==> config.mk <==
export PLATFORM = sky130hd
export DESIGN_NAME = mail_address_list_tokenizer_core
export DESIGN_NICKNAME = d
export VERILOG_FILES = /design/src/rtl/malt_pkg.sv /design/src/rtl/malt_parse.sv /design/src/rtl/mail_address_list_tokenizer_core.sv
export SDC_FILE = /design/constraint.sdc
export NUM_CORES = 1
export LEC_CHECK = 0
export BUFFER_PORTS_ARGS = -buffer_cell sky130_fd_sc_hd__buf_2
export CORE_MARGIN = 8
export CORE_UTILIZATION = 50
export CTS_CLUSTER_SIZE = 28
export DETAILED_ROUTE_END_ITERATION = 10
export PLACE_DENSITY_LB_ADDON = 0.3
export RECOVER_POWER = 50
export SETUP_SLACK_MARGIN = 0.15
export SYNTH_ARGS = -nofsm -noshare
export SYNTH_HDL_FRONTEND = slang
export SYNTH_HIERARCHICAL = 1
export SYNTH_SLANG_ARGS = --single-unit
export TNS_END_PERCENT = 20
==> constraint.sdc <==
create_clock -name i_clk -period 3.9 [get_ports i_clk]
set_clock_uncertainty 0.05 [all_clocks]
set_input_delay 0.78 -clock i_clk [delete_from_list [all_inputs] [get_ports i_clk]]
set_output_delay 0.78 -clock i_clk [all_outputs]
set_load 0.01 [all_outputs]
==> src/rtl/malt_pkg.sv <==
package malt_pkg;

    localparam logic [7:0] CH_QUOTE  = 8'h22;
    localparam logic [7:0] CH_BSLASH = 8'h5C;
    localparam logic [7:0] CH_LPAREN = 8'h28;
    localparam logic [7:0] CH_RPAREN = 8'h29;
    localparam logic [7:0] CH_COMMA  = 8'h2C;
    localparam logic [7:0] CH_LANGLE = 8'h3C;
    localparam logic [7:0] CH_RANGLE = 8'h3E;
    localparam logic [7:0] CH_SPACE  = 8'h20;
    localparam logic [7:0] CH_TAB    = 8'h09;
    localparam logic [7:0] CH_CR     = 8'h0D;
    localparam logic [7:0] DEPTH_MAX = 8'hFF;

    typedef enum logic {
        ST_COLLECT,
        ST_DRAIN
    } t_state;

    typedef struct packed {
        logic       in_quote;
        logic       escape_pending;
        logic [7:0] comment_depth;
        logic       angle_open;
        logic       angle_closed;
    } t_parse_st;

    localparam t_parse_st PARSE_RESET = '{
        in_quote:       1'b0,
        escape_pending: 1'b0,
        comment_depth:  8'h00,
        angle_open:     1'b0,
        angle_closed:   1'b0
    };

    typedef struct packed {
        logic collect;
        logic restart;
        logic emit;
    } t_action;

endpackage

==> src/rtl/malt_parse.sv <==
module malt_parse (
    input  malt_pkg::t_parse_st i_state,
    input  logic [7:0]          i_char,
    input  logic                i_last,
    output malt_pkg::t_parse_st o_state,
    output malt_pkg::t_action   o_act
);

    logic is_blank;
    logic want_collect;
    logic is_comma;

    assign is_blank = (i_char == malt_pkg::CH_SPACE) ||
                      (i_char inside {[malt_pkg::CH_TAB:malt_pkg::CH_CR]});

    always_comb begin
        malt_pkg::t_parse_st st;
        st           = i_state;
        want_collect = 1'b0;
        is_comma     = 1'b0;
        o_act        = '0;
        if (i_state.comment_depth != 8'h00) begin
            if (i_char == malt_pkg::CH_LPAREN) begin
                if (i_state.comment_depth != malt_pkg::DEPTH_MAX) begin
                    st.comment_depth = i_state.comment_depth + 8'd1;
                end
            end else if (i_char == malt_pkg::CH_RPAREN) begin
                st.comment_depth = i_state.comment_depth - 8'd1;
            end
        end else if (i_state.escape_pending) begin
            st.escape_pending = 1'b0;
            want_collect      = 1'b1;
        end else if (i_char == malt_pkg::CH_QUOTE) begin
            st.in_quote = ~i_state.in_quote;
        end else if (i_char == malt_pkg::CH_BSLASH && !i_last) begin
            st.escape_pending = 1'b1;
        end else if (i_state.in_quote) begin
            want_collect = 1'b1;
        end else if (i_char == malt_pkg::CH_LPAREN) begin
            st.comment_depth = 8'd1;
        end else if (i_char == malt_pkg::CH_COMMA) begin
            is_comma = 1'b1;
        end else if (is_blank) begin
            st = i_state;
        end else if (i_char == malt_pkg::CH_LANGLE) begin
            if (!i_state.angle_open) begin
                st.angle_open = 1'b1;
                o_act.restart = 1'b1;
            end
        end else if (i_char == malt_pkg::CH_RANGLE && i_state.angle_open) begin
            st.angle_closed = 1'b1;
        end else begin
            want_collect = 1'b1;
        end
        o_act.collect = want_collect && !i_state.angle_closed;
        o_act.emit    = is_comma || i_last;
        o_state       = o_act.emit ? malt_pkg::PARSE_RESET : st;
    end

endmodule

==> src/rtl/mail_address_list_tokenizer_core.sv <==
// Channel   Dir  Bus signals                   Item
// input     in   s_axis_tvalid/tready          tdata[7:0] in_char, tlast line_end
// result    out  m_axis_tvalid/tready          tdata[7:0] addr_char, tlast token_last,
//                                              tuser[0] token_empty, tuser[1] truncated
// An input item is taken whenever the block is collecting and no read is pending.
// At a comma or line end the token is read back from the token memory one character at a
// time; a new read waits until the last one has passed the registered read port into the output register.
// The input is held off until the last character of a token is in the output register.
// Reset is synchronous and active low; the token memory is not cleared.
// A stalled output holds its item and pauses the readback.
module mail_address_list_tokenizer_core #(
    parameter int TOKEN_LEN = 64
) (
    input  logic       i_clk,
    input  logic       i_rst_n,
    input  logic       s_axis_tvalid,
    output logic       s_axis_tready,
    input  logic [7:0] s_axis_tdata,  // [7:0] in_char
    input  logic       s_axis_tlast,
    output logic       m_axis_tvalid,
    input  logic       m_axis_tready,
    output logic [7:0] m_axis_tdata,  // [7:0] addr_char
    output logic [1:0] m_axis_tuser,  // [0] token_empty, [1] truncated
    output logic       m_axis_tlast
);

    localparam int AW = $clog2(TOKEN_LEN);
    localparam int CW = $clog2(TOKEN_LEN + 1);
    localparam logic [CW-1:0] LEN_C = CW'(TOKEN_LEN);

    malt_pkg::t_state    r_state, n_state;
    malt_pkg::t_parse_st r_pst, n_pst;
    malt_pkg::t_parse_st w_pst_step;
    malt_pkg::t_action   w_act;

    logic [CW-1:0] r_count, n_count;
    logic          r_ovf, n_ovf;
    logic [CW-1:0] r_dcnt, n_dcnt;
    logic          r_dovf, n_dovf;
    logic [CW-1:0] r_idx, n_idx;

    logic [7:0] r_mem [TOKEN_LEN];
    logic [7:0] r_rd_data;
    logic       r_rd_pend;
    logic       r_rd_last;

    logic       r_ovalid;
    logic [7:0] r_ochar;
    logic       r_olast;
    logic       r_oempty;
    logic       r_otrunc;

    logic w_accept;
    logic w_out_free;
    logic w_issue;
    logic w_issue_last;
    logic w_load_empty;
    logic w_store;

    malt_parse u_parse (
        .i_state (r_pst),
        .i_char  (s_axis_tdata),
        .i_last  (s_axis_tlast),
        .o_state (w_pst_step),
        .o_act   (w_act)
    );

    assign s_axis_tready = (r_state == malt_pkg::ST_COLLECT) && !r_rd_pend;
    assign w_accept      = s_axis_tvalid && s_axis_tready;
    assign w_out_free    = !r_ovalid || m_axis_tready;
    assign w_store       = w_accept && w_act.collect && (r_count < LEN_C);
    assign w_issue_last  = (CW'(r_idx + CW'(1)) == r_dcnt);

    always_comb begin
        n_state      = r_state;
        n_pst        = r_pst;
        n_count      = r_count;
        n_ovf        = r_ovf;
        n_dcnt       = r_dcnt;
        n_dovf       = r_dovf;
        n_idx        = r_idx;
        w_issue      = 1'b0;
        w_load_empty = 1'b0;
        case (r_state)
            malt_pkg::ST_COLLECT: begin
                if (w_accept) begin
                    if (w_act.restart) begin
                        n_count = '0;
                        n_ovf   = 1'b0;
                    end else if (w_act.collect) begin
                        if (r_count < LEN_C) begin
                            n_count = CW'(r_count + CW'(1));
                        end else begin
                            n_ovf = 1'b1;
                        end
                    end
                    n_pst = w_pst_step;
                    if (w_act.emit) begin
                        n_dcnt  = n_count;
                        n_dovf  = n_ovf;
                        n_idx   = '0;
                        n_count = '0;
                        n_ovf   = 1'b0;
                        n_state = malt_pkg::ST_DRAIN;
                    end
                end
            end
            malt_pkg::ST_DRAIN: begin
                if (r_dcnt == '0) begin
                    if (w_out_free) begin
                        w_load_empty = 1'b1;
                        n_state      = malt_pkg::ST_COLLECT;
                    end
                end else if (!r_rd_pend && w_out_free) begin
                    w_issue = 1'b1;
                    n_idx   = CW'(r_idx + CW'(1));
                    if (w_issue_last) begin
                        n_state = malt_pkg::ST_COLLECT;
                    end
                end
            end
            default: begin
                n_state = malt_pkg::ST_COLLECT;
            end
        endcase
    end

    always_ff @(posedge i_clk) begin
        if (!i_rst_n) begin
            r_state <= malt_pkg::ST_COLLECT;
            r_pst   <= malt_pkg::PARSE_RESET;
            r_count <= '0;
            r_ovf   <= 1'b0;
            r_dcnt  <= '0;
            r_dovf  <= 1'b0;
            r_idx   <= '0;
        end else begin
            r_state <= n_state;
            r_pst   <= n_pst;
            r_count <= n_count;
            r_ovf   <= n_ovf;
            r_dcnt  <= n_dcnt;
            r_dovf  <= n_dovf;
            r_idx   <= n_idx;
        end
    end

    always_ff @(posedge i_clk) begin
        if (w_store) begin
            r_mem[r_count[AW-1:0]] <= s_axis_tdata;
        end
        if (w_issue) begin
            r_rd_data <= r_mem[r_idx[AW-1:0]];
            r_rd_last <= w_issue_last;
        end
    end

    always_ff @(posedge i_clk) begin
        if (!i_rst_n) begin
            r_rd_pend <= 1'b0;
            r_ovalid  <= 1'b0;
        end else begin
            r_rd_pend <= w_issue;
            if (r_rd_pend || w_load_empty) begin
                r_ovalid <= 1'b1;
            end else if (m_axis_tready) begin
                r_ovalid <= 1'b0;
            end
        end
    end

    always_ff @(posedge i_clk) begin
        if (r_rd_pend) begin
            r_ochar  <= r_rd_data;
            r_olast  <= r_rd_last;
            r_oempty <= 1'b0;
            r_otrunc <= r_dovf;
        end else if (w_load_empty) begin
            r_ochar  <= 8'h00;
            r_olast  <= 1'b1;
            r_oempty <= 1'b1;
            r_otrunc <= r_dovf;
        end
    end

    assign m_axis_tvalid = r_ovalid;
    assign m_axis_tdata  = r_ochar;
    assign m_axis_tlast  = r_olast;
    assign m_axis_tuser  = {r_otrunc, r_oempty};

endmodule
==> results.toml, run 1 <==
[global_route]
grt_pass1_wl_mm = 82.1
groute.usage.overall = 0.202
gr-total-overflow = 0
antenna_found_initial = 3
grt_max_degree = 65
grt_pass1_vias = 12800

[clock_network]
clockBufferDepth = 3
cts_sinks = 570
cts.clk_slew.worst_paths_ns = 0.06
cts_setup_buffers = 0
clk_latency_ns = 0.60
cts_tree = "built"
cts_max_level = 2
clock-root-buffer = "clkbuf_16"
cts_buffers = 56

[setup_path]
crit_chain = "clkbuf_1 -> or3b_2 -> nor2_1 -> a32oi_1 -> o211ai_1 -> a211oi_1 -> buf_4 -> nand2b_1 -> nor3_1 -> nand2_1 -> nor4_1 -> buf_4"
reg2reg_to = "r_mem[0][5]"
reg2reg_from = "r_pst[3]"
cpMostUsedCell = "buf_4"
critical_path_required_ns = 4.15
path_max_fanout = 9
path_buf_inv = 3
cp-start-kind = "primary input"
worstRegToRegCells = 11
r2r_slack_ns = 0.43
path_delay_family = "simple AND/OR/NAND/NOR gates"
cp.arrival_ns = 3.84
endpoint_kind = "register"
critPathSlowestCell = "clkbuf_1"
path_class = "primary input to register"
slowest_delay_ns = 0.49

[synthesis]
ys_async_sr_fraction = 0
yosysSeqAreaShare = 0.714
ys_seq_elements = 570
synth-edff-count = 531
synth_flop_cell = "edfxtp_1"
synth_top_area_share = 0.680
synth_top_cells_by_count = "edfxtp_1 (531), mux4_2 (110), nor2_1 (87), nand2_1 (61), mux2i_1 (41)"
synth_top_family_by_area = "multiplexers"
ys_warn_count = 6
yosys.area.top_type = "edfxtp_1"
syn_avg_cell_area_um2 = 17.8
yosysUniqueCellTypes = 69
synth.cell_area_mm2 = 0.0234
yosys-top-cells-area = "edfxtp_1 (68%), mux4_2 (11%), dfxtp_1 (3.3%), mux2i_1 (1.8%), nor2_1 (1.4%)"
synthMuxAreaShare = 0.140
synth_nets = 1333
synth_most_common_cell = "edfxtp_1"
synthXorXnorAreaFrac = 0.00673
synth_compound_area_frac = 0.0459
yosys.area_share.simple = 0.0702
yosys.area_share.adder = 0.00214
netlist_instances = 1316

[hold_path]
min_to = "r_otrunc"
hp-class = "register to register"
hold_path_depth = 0
min-delay-start = "r_dovf"

[place]
dp_cells = 1976
port_buffers = 25
hpwl_mm = 34.2
gp_congestion = 0.851
place_ws_ns = 0.115

[flow_run]
max-cap-violations = 5

[route]
top_layer = "met5"
routed_via_density = 6.11
drtPass1Iterations = 5
met2_length_mm = 25.3
drc = 0
route.met3.wl_mm = 4.57
antenna_left = 0
detail_route.wl_per_cell_um = 26.1
via_count = 12700
wl_met1_mm = 23.0
routed_wirelength_mm = 54.1
drt_iter0_drc = 1504

[floorplanning]
core_mm2 = 0.0465
die_h_um = 233
io-pin-count = 26
num_rows = 79
initial_utilization = 0.504
die_w_um = 233
dieArea_mm2 = 0.0541

[status]
failed_checks = "max-capacitance violations, max-slew violations"
outcome = "complete, but fails checks"

[timing]
rsz0062_at_grt = "true"
relSlewSlack = -1.09
fin_ws_ns = 0.312
setup_viol = 0
drv_slew = 300
fmax_mhz = 279
post-route-min-period_ns = 3.59
worst_pin_slew_ns = 3.13
finalCritPeriodShare = 0.920
hold_viol_final = 0
fin_tns_setup_ns = 0

[pwr]
report.power.total_uw = 12100
p_leak_uw = 0.00812
peakVddDrop_mv = 0.313
powerDensity_mw_per_mm2 = 460

[finish]
diodes = 0
nets = 1444
layout-drive-gt1-share = 0.237
area_growth_pct = 12.6
final_cells = 2075
worst register-to-register path: cells and delay by family, from the launching register on:
kind | cells | cell delay, ns
buffers and inverters | 3 | 0.50
adders and majority gates | 1 | 0.20
and+or+nand+nor | 6 | 1.80
DFF | 1 | 0.36
AOI/OAI and AO/OA | 1 | 0.27
how the worst max path moves through the flow:
stage / from / to / slack (ns) / cells after the start
final: s_axis_tdata[7] / r_mem[0][5] / 0.31 / 12
after global routing: r_pst[2] / r_mem[0][0] / 0.1 / 11
after detailed placement: s_axis_tdata[7] / r_mem[28][5] / 0.12 / 12
after global placement: s_axis_tdata[2] / r_mem[28][5] / 0.20 / 12
after CTS: r_pst[5] / r_mem[28][5] / 0.41 / 9
after floorplan: s_axis_tdata[1] / r_mem[0][0] / 0.14 / 10
per-stage QoR:
stage / utilization / hold slack (ns) / area (µm²)
5_1_grt: 0.568 / 0.406 / 26400
6_report: 0.568 / 0.401 / 26400
2_1_floorplan: - / 0.358 / 23400
4_1_cts: 0.569 / 0.399 / 26400
3_5_place_dp: 0.532 / 0.373 / 24700
3_3_place_gp: 0.532 / 0.377 / 24700
cell type report:
type | count | area (µm²)
Multi-Input combinational cell | 661 | 6230
Timing Repair Buffer | 131 | 917
Clock inverter | 29 | 249
Fill cell | 3546 | 20100
Tap cell | 607 | 759
Sequential cell | 570 | 16700
Clock buffer | 70 | 1480
Inverter | 7 | 26.3
power breakdown:
part           leakage (µW)  switching, µW  internal [µW]
Combinational       0.00217            213           68.8
Sequential          0.00511           12.7           6700
Clock              0.000840           2220           2930
kinds of logic (layout without fill, tap and decap cells):
| family | Yosys count | in the layout |
|---|---|---|
| flip-flops | 570 | 570 |
| AND/OR/NAND/NOR | 313 | 313 |
| multiplexers | 173 | 173 |
| AO/OA/AOI/OAI | 153 | 153 |
| buffers and inverters | 85 | 237 |
| XOR/XNOR | 18 | 18 |
| adder cells (fa/ha/maj) | 4 | 4 |
registers in the layout, indices dropped and copies added, names as in the netlist:
register,count
r_rd_data,8
r_otrunc,1
r_idx,7
r_dovf,1
m_axis_tlast,1
r_rd_last,1
r_count,7
r_state,1
r_oempty,1
m_axis_tvalid,1
m_axis_tdata,8
r_rd_pend,1
r_ovf,1
r_mem,512
r_dcnt,7
r_pst,12
cell usage in the layout, fill, tap and decap left out, types with 10 or more instances in the layout:
master       n
a21boi_0    26
a21oi_1     24
and2_0      10
buf_4       93
clkbuf_1    38
clkbuf_16   57
clkinv_2    11
dfxtp_1     35
edfxtp_1   531
mux2_2      12
mux2i_1     41
mux4_1      10
mux4_2     110
nand2_1     60
nand3_1     25
nor2_1      87
nor2b_1     19
nor3_1      21
o21ai_0     29
o22ai_1     15
or3_1       13
metal layers:
| metal | up-vias | global-route usage |
|---|---|---|
| met4 | 4 | 0.0575 |
| li1 | 5493 | - |
| met3 | 86 | 0.0431 |
| met5 | - | 0 |
| met2 | 546 | 0.313 |
| met1 | 6548 | 0.289 |
timing repair:
item | CTS | global route
endpoints found under the setup margin | 0 | 56
hold buffers | 0 | 0
gates resized for setup | 0 | 2
Note: power is estimated with default switching activity, not from simulation.
==> run 2, diff against run 1 <==
Clock period 3.9 ns to 3.4 ns, I/O delays scaled along.
==> results.toml, run 2 (same netlist as run 1, synthesis figures left out) <==
[status]
outcome = "complete, but fails checks"
failed_checks = "max-capacitance violations, max-slew violations"

[timing]
fin_ws_ns = 0.281
worst_pin_slew_ns = 2.33
hold_viol_final = 0
relSlewSlack = -0.556
finalCritPeriodShare = 0.917
drv_slew = 144
setup_viol = 0
fmax_mhz = 321
rsz0062_at_grt = "true"
post-route-min-period_ns = 3.12

[finish]
nets = 1452
final_cells = 2090
layout-drive-gt1-share = 0.244
area_growth_pct = 13.4
final_cell_mix = "edfxtp_1 (531), mux4_2 (110), buf_4 (93)"
design_area_mm2 = 0.0266
final_common_cell = "edfxtp_1"
largest_reg_flops = 512
fillCellCount = 3528
post-route-util = 0.572

[setup_path]
critical_path_required_ns = 3.58
cp.arrival_ns = 3.30
reg2reg_from = "r_pst[3]"
path_class = "register to register"
endpoint_kind = "register"
path_max_fanout = 8
r2r_slack_ns = 0.28
worstRegToRegCells = 9
cp-start-kind = "register"
reg2reg_to = "r_mem[13][3]"

[hold_path]
min_to = "r_otrunc"
min-delay-start = "r_dovf"
hold_path_depth = 0
hp-class = "register to register"

[flow_run]
max-cap-violations = 5

[pwr]
netSwitchingPower_uw = 2850
powerDensity_mw_per_mm2 = 533
clock_power_share = 0.432
peakVddDrop_mv = 0.410
seqPwrFrac = 0.544
report.power.total_uw = 14200
p_comb_frac = 0.024
internal_power_uw = 11300
swShare = 0.201
p_leak_uw = 0.00817

[route]
via_count = 12700
antenna_left = 0
routed_via_density = 6.05
drc = 0
routed_wirelength_mm = 53.5
drt_iter0_drc = 1264
drtPass1Iterations = 5
detail_route.wl_per_cell_um = 25.6

[clock_network]
clk_latency_ns = 0.61
cts_sinks = 570
cts_max_level = 2
clock-root-buffer = "clkbuf_16"
cts.clk_slew.worst_paths_ns = 0.06
clockBufferDepth = 3
cts_tree = "built"
cts_buffers = 56
hold_buffers = 0

[global_route]
grt_pass1_wl_mm = 80.2
groute.usage.overall = 0.198
grt_pass1_vias = 12800
antenna_found_initial = 3
gr-total-overflow = 0
grt_max_degree = 66

[floorplanning]
die_h_um = 233
io-pin-count = 26
core_mm2 = 0.0465
die_w_um = 233
initial_utilization = 0.504
dieArea_mm2 = 0.0541
num_rows = 79

[place]
place_ws_ns = -0.226
port_buffers = 25
hpwl_mm = 34.2
postPlaceCellArea_mm2 = 0.0248
gp_congestion = 0.886
dp_cells = 1982
## run 2: changes by cell type in the layout (fill, tap and decap cells not counted), sizes merged, moves of 2 or more
cell	before	now
buf	102	105
clkbuf	99	106
inv	7	9
bufinv	4	6
## run 2: per-stage QoR
stage	setup TNS (ns)	hold WS [ns]
after floorplan	-0.285	0.358
after global placement	-19.47	0.364
after detailed placement	-30.06	0.382
after CTS	0	0.383
after global routing	0	0.411
final	0	0.388
## run 2: power groups by stage
stage,Combinational [µW],Clock (µW),Sequential [µW]
CTS,346,6220,7690
floorplan,144,0,7840
global route,366,6470,7700
global placement,340,0,7840
detailed placement,347,0,7840
finish,338,6120,7700
## run 2: area by class of cell
| class | instances | area [µm²] | area share |
|---|---|---|---|
| sequential | 570 | 16700 | 0.630 |
| multi-input combinational | 661 | 6260 | 0.235 |
| clock buffer | 72 | 1480 | 0.0558 |
| timing repair buffer | 139 | 982 | 0.0370 |
| tap | 607 | 759 | 0.0286 |
| clock inverter | 33 | 329 | 0.0124 |
| inverter | 7 | 26.3 | 0.000989 |
| antenna | 1 | 2.50 | 0.0000942 |
## run 2: metal layers
| layer | part of all wire | GRT usage | vias up |
|---|---|---|---|
| met4 | 0.024 | 0.0561 | 0 |
| met1 | 0.42 | 0.276 | 6534 |
| li1 | - | - | 5523 |
| met2 | 0.47 | 0.307 | 508 |
| met3 | 0.083 | 0.0503 | 88 |
| met5 | 0 | 0 | - |
## run 2: critical path, cell delays in order (launching register included)
cell and delay [ns]:
dfxtp_1 0.35, inv_1 0.10, ha_1 0.19, nor3b_1 0.31, nand2_1 0.16, a211oi_2 0.27, nor2b_1 0.34, nand3_1 0.16
buf_4 0.21, nor2_1 0.60
## run 2: worst max-delay path by stage
stage / from / to / cells past startpoint
finish: r_pst[3] / r_mem[13][3] / 9
global route: s_axis_tdata[0] / r_idx[3] / 9
global placement: s_axis_tdata[2] / r_mem[24][2] / 12
detailed placement: s_axis_tdata[7] / r_mem[24][2] / 12
CTS: r_pst[3] / r_mem[0][1] / 11
floorplan: s_axis_tdata[1] / r_mem[24][0] / 10
## run 2: what timing repair did
action,CTS,global route
buffers inserted,0,2
endpoints found under the setup margin,0,265
gates resized for setup,0,6
==> run 3, diff against run 2 <==
Settings changed: ABC_AREA set to 1.
==> results.toml, run 3 <==
[status]
outcome = "complete, but fails checks"
failed_checks = "max-capacitance violations, max-slew violations"

[floorplanning]
die_w_um = 235
io-pin-count = 26
num_rows = 80
die_h_um = 235
initial_utilization = 0.505
dieArea_mm2 = 0.0554
core_mm2 = 0.0476

[route]
antenna_left = 0
routed_wirelength_mm = 64.9
via_count = 17100
routed_via_density = 5.79
detail_route.wl_per_cell_um = 22.1
drtPass1Iterations = 5
drt_iter0_drc = 1790
drc = 0

[clock_network]
cts_buffers = 56
cts_sinks = 570
clockBufferDepth = 3
clock-root-buffer = "clkbuf_16"
cts-resized-gates = 0
cts_tree = "built"
cts_max_level = 2
cts_setup_buffers = 0
cts.clk_slew.worst_paths_ns = 0.07
clk_latency_ns = 0.63
hold_buffers = 0

[setup_path]
critical_path_required_ns = 3.87
critPathSlowestCell = "clkbuf_1"
critPathLaunch = "s_axis_tdata[2]"
path_delay_family = "buffers and inverters"
slowest_delay_ns = 1.43
path_max_fanout = 34
cpMostUsedCell = "nor2_1"
crit_end = "r_pst[4]"
reg2reg_to = "r_mem[61][6]"
path_buf_inv = 4
crit_chain = "clkbuf_1 -> clkbuf_1 -> inv_1 -> nand2_1 -> nor2_1 -> nand2_2 -> inv_2 -> o21ai_0 -> nand2_1 -> nand3_1 -> nor2_1 -> o21ai_0 -> nor2_1"
cp.arrival_ns = 3.56
reg2reg_from = "r_pst[2]"
endpoint_kind = "register"
path_class = "primary input to register"
worstRegToRegCells = 15
r2r_slack_ns = 0.44
crit_cells = 13
cp-start-kind = "primary input"

[timing]
fin_ws_ns = 0.307
fin_tns_setup_ns = 0
rsz0062_at_grt = "false"
relSlewSlack = -0.510
hold_viol_final = 0
drv_slew = 348
setup_viol = 0
fmax_mhz = 323
whs_ns = 0.399
worst_pin_slew_ns = 2.27
post-route-min-period_ns = 3.09
finalCritPeriodShare = 0.910

[finish]
nets = 2299
largest_reg_flops = 512
post-route-util = 0.570
layout-drive-gt1-share = 0.103
final_common_cell = "edfxtp_1"
area_growth_pct = 12.9
diodes = 0
final_cell_mix = "edfxtp_1 (531), nor2_1 (417), nand2_1 (409)"

[pwr]
p_leak_uw = 0.00956
powerDensity_mw_per_mm2 = 548
peakVddDrop_mv = 0.410
report.power.total_uw = 14900

[global_route]
grt_pass1_vias = 16400
gr-total-overflow = 0
met1_usage = 0.305
groute.usage.overall = 0.228
met2_usage = 0.369
grt-busiest-layer = "met2"
use_met3 = 0.0357
grt_max_degree = 131
antenna_found_initial = 3
grt_pass1_wl_mm = 98.1

[place]
place_ws_ns = 0.108
hpwl_mm = 40.9
gp_congestion = 0.942
port_buffers = 25

[synthesis]
yosys-top-cells-area = "edfxtp_1 (66%), nor2_1 (6.5%), nand2_1 (6.4%), o21ai_0 (4.8%), dfxtp_1 (3.2%)"
ys_warn_count = 6
netlist_instances = 2192
synth-edff-count = 531
yosys.area_share.simple = 0.158
yosysUniqueCellTypes = 36
ys_async_sr_fraction = 0
synth_top_family_by_area = "simple AND/OR/NAND/NOR gates"
synth_flop_cell = "edfxtp_1"
synth_most_common_cell = "edfxtp_1"
synth_nets = 2209
ys_seq_elements = 570
synthMuxAreaShare = 0
yosysSeqAreaShare = 0.695
yosys.area_share.adder = 0.00208
synth_compound_area_frac = 0.103
syn_avg_cell_area_um2 = 11.0
yosys.area.top_type = "edfxtp_1"
synth_top_area_share = 0.663
synth.cell_area_mm2 = 0.0241
synthXorXnorAreaFrac = 0.00291
synth_top_cells_by_count = "edfxtp_1 (531), nor2_1 (417), nand2_1 (409), o21ai_0 (232), o22ai_1 (120)"

[flow_run]
max-cap-violations = 9

[hold_path]
hp-class = "register to register"
run 3: worst min path at each step:
stage                    startpoint            to  slack (ns)  cells past startpoint
floorplan                    r_dovf      r_otrunc        0.36                      0
global placement             r_dovf      r_otrunc        0.39                      0
detailed placement           r_dovf      r_otrunc        0.39                      0
CTS                 s_axis_tdata[6]  r_mem[12][6]        0.36                      2
global route                 r_dovf      r_otrunc        0.43                      0
finish                       r_dovf      r_otrunc        0.40                      0
run 3: stage by stage:
step,cell area (µm²),cells
2_1_floorplan,24100,2192
3_3_place_gp,25400,2839
3_5_place_dp,25400,2839
4_1_cts,27200,2944
5_1_grt,27200,2944
6_report,27200,2944
run 3: where the power goes:
part | internal [µW] | switching [µW] | total (µW)
Combinational | 250 | 716 | 966
Sequential | 7720 | 39.9 | 7760
Clock | 3510 | 2650 | 6150
Total | 11500 | 3400 | 14900
run 3: cell type report:
| class | count | area [µm²] |
|---|---|---|
| Clock buffer | 71 | 1610 |
| Clock inverter | 34 | 244 |
| Fill cell | 3970 | 20500 |
| Inverter | 83 | 320 |
| Multi-Input combinational cell | 1417 | 6400 |
| Sequential cell | 570 | 16700 |
| Tap cell | 615 | 769 |
| Timing Repair Buffer | 154 | 1080 |
run 3: kinds of logic (layout without fill, tap and decap cells):
| kind of cell | after synthesis | after routing |
|---|---|---|
| xor gates and xnor gates | 8 | 8 |
| adders and majority gates | 4 | 4 |
| DFF | 570 | 570 |
| AOI/OAI and AO/OA | 456 | 456 |
| and+or+nand+nor | 949 | 949 |
| buffers and inverters | 205 | 342 |
run 3: routing by layer:
| metal | wire, µm | part of all wire |
|---|---|---|
| met1 | 26500 | 0.41 |
| met2 | 30500 | 0.47 |
| met3 | 5310 | 0.082 |
| met4 | 2560 | 0.039 |
| met5 | 28 | 0.00043 |
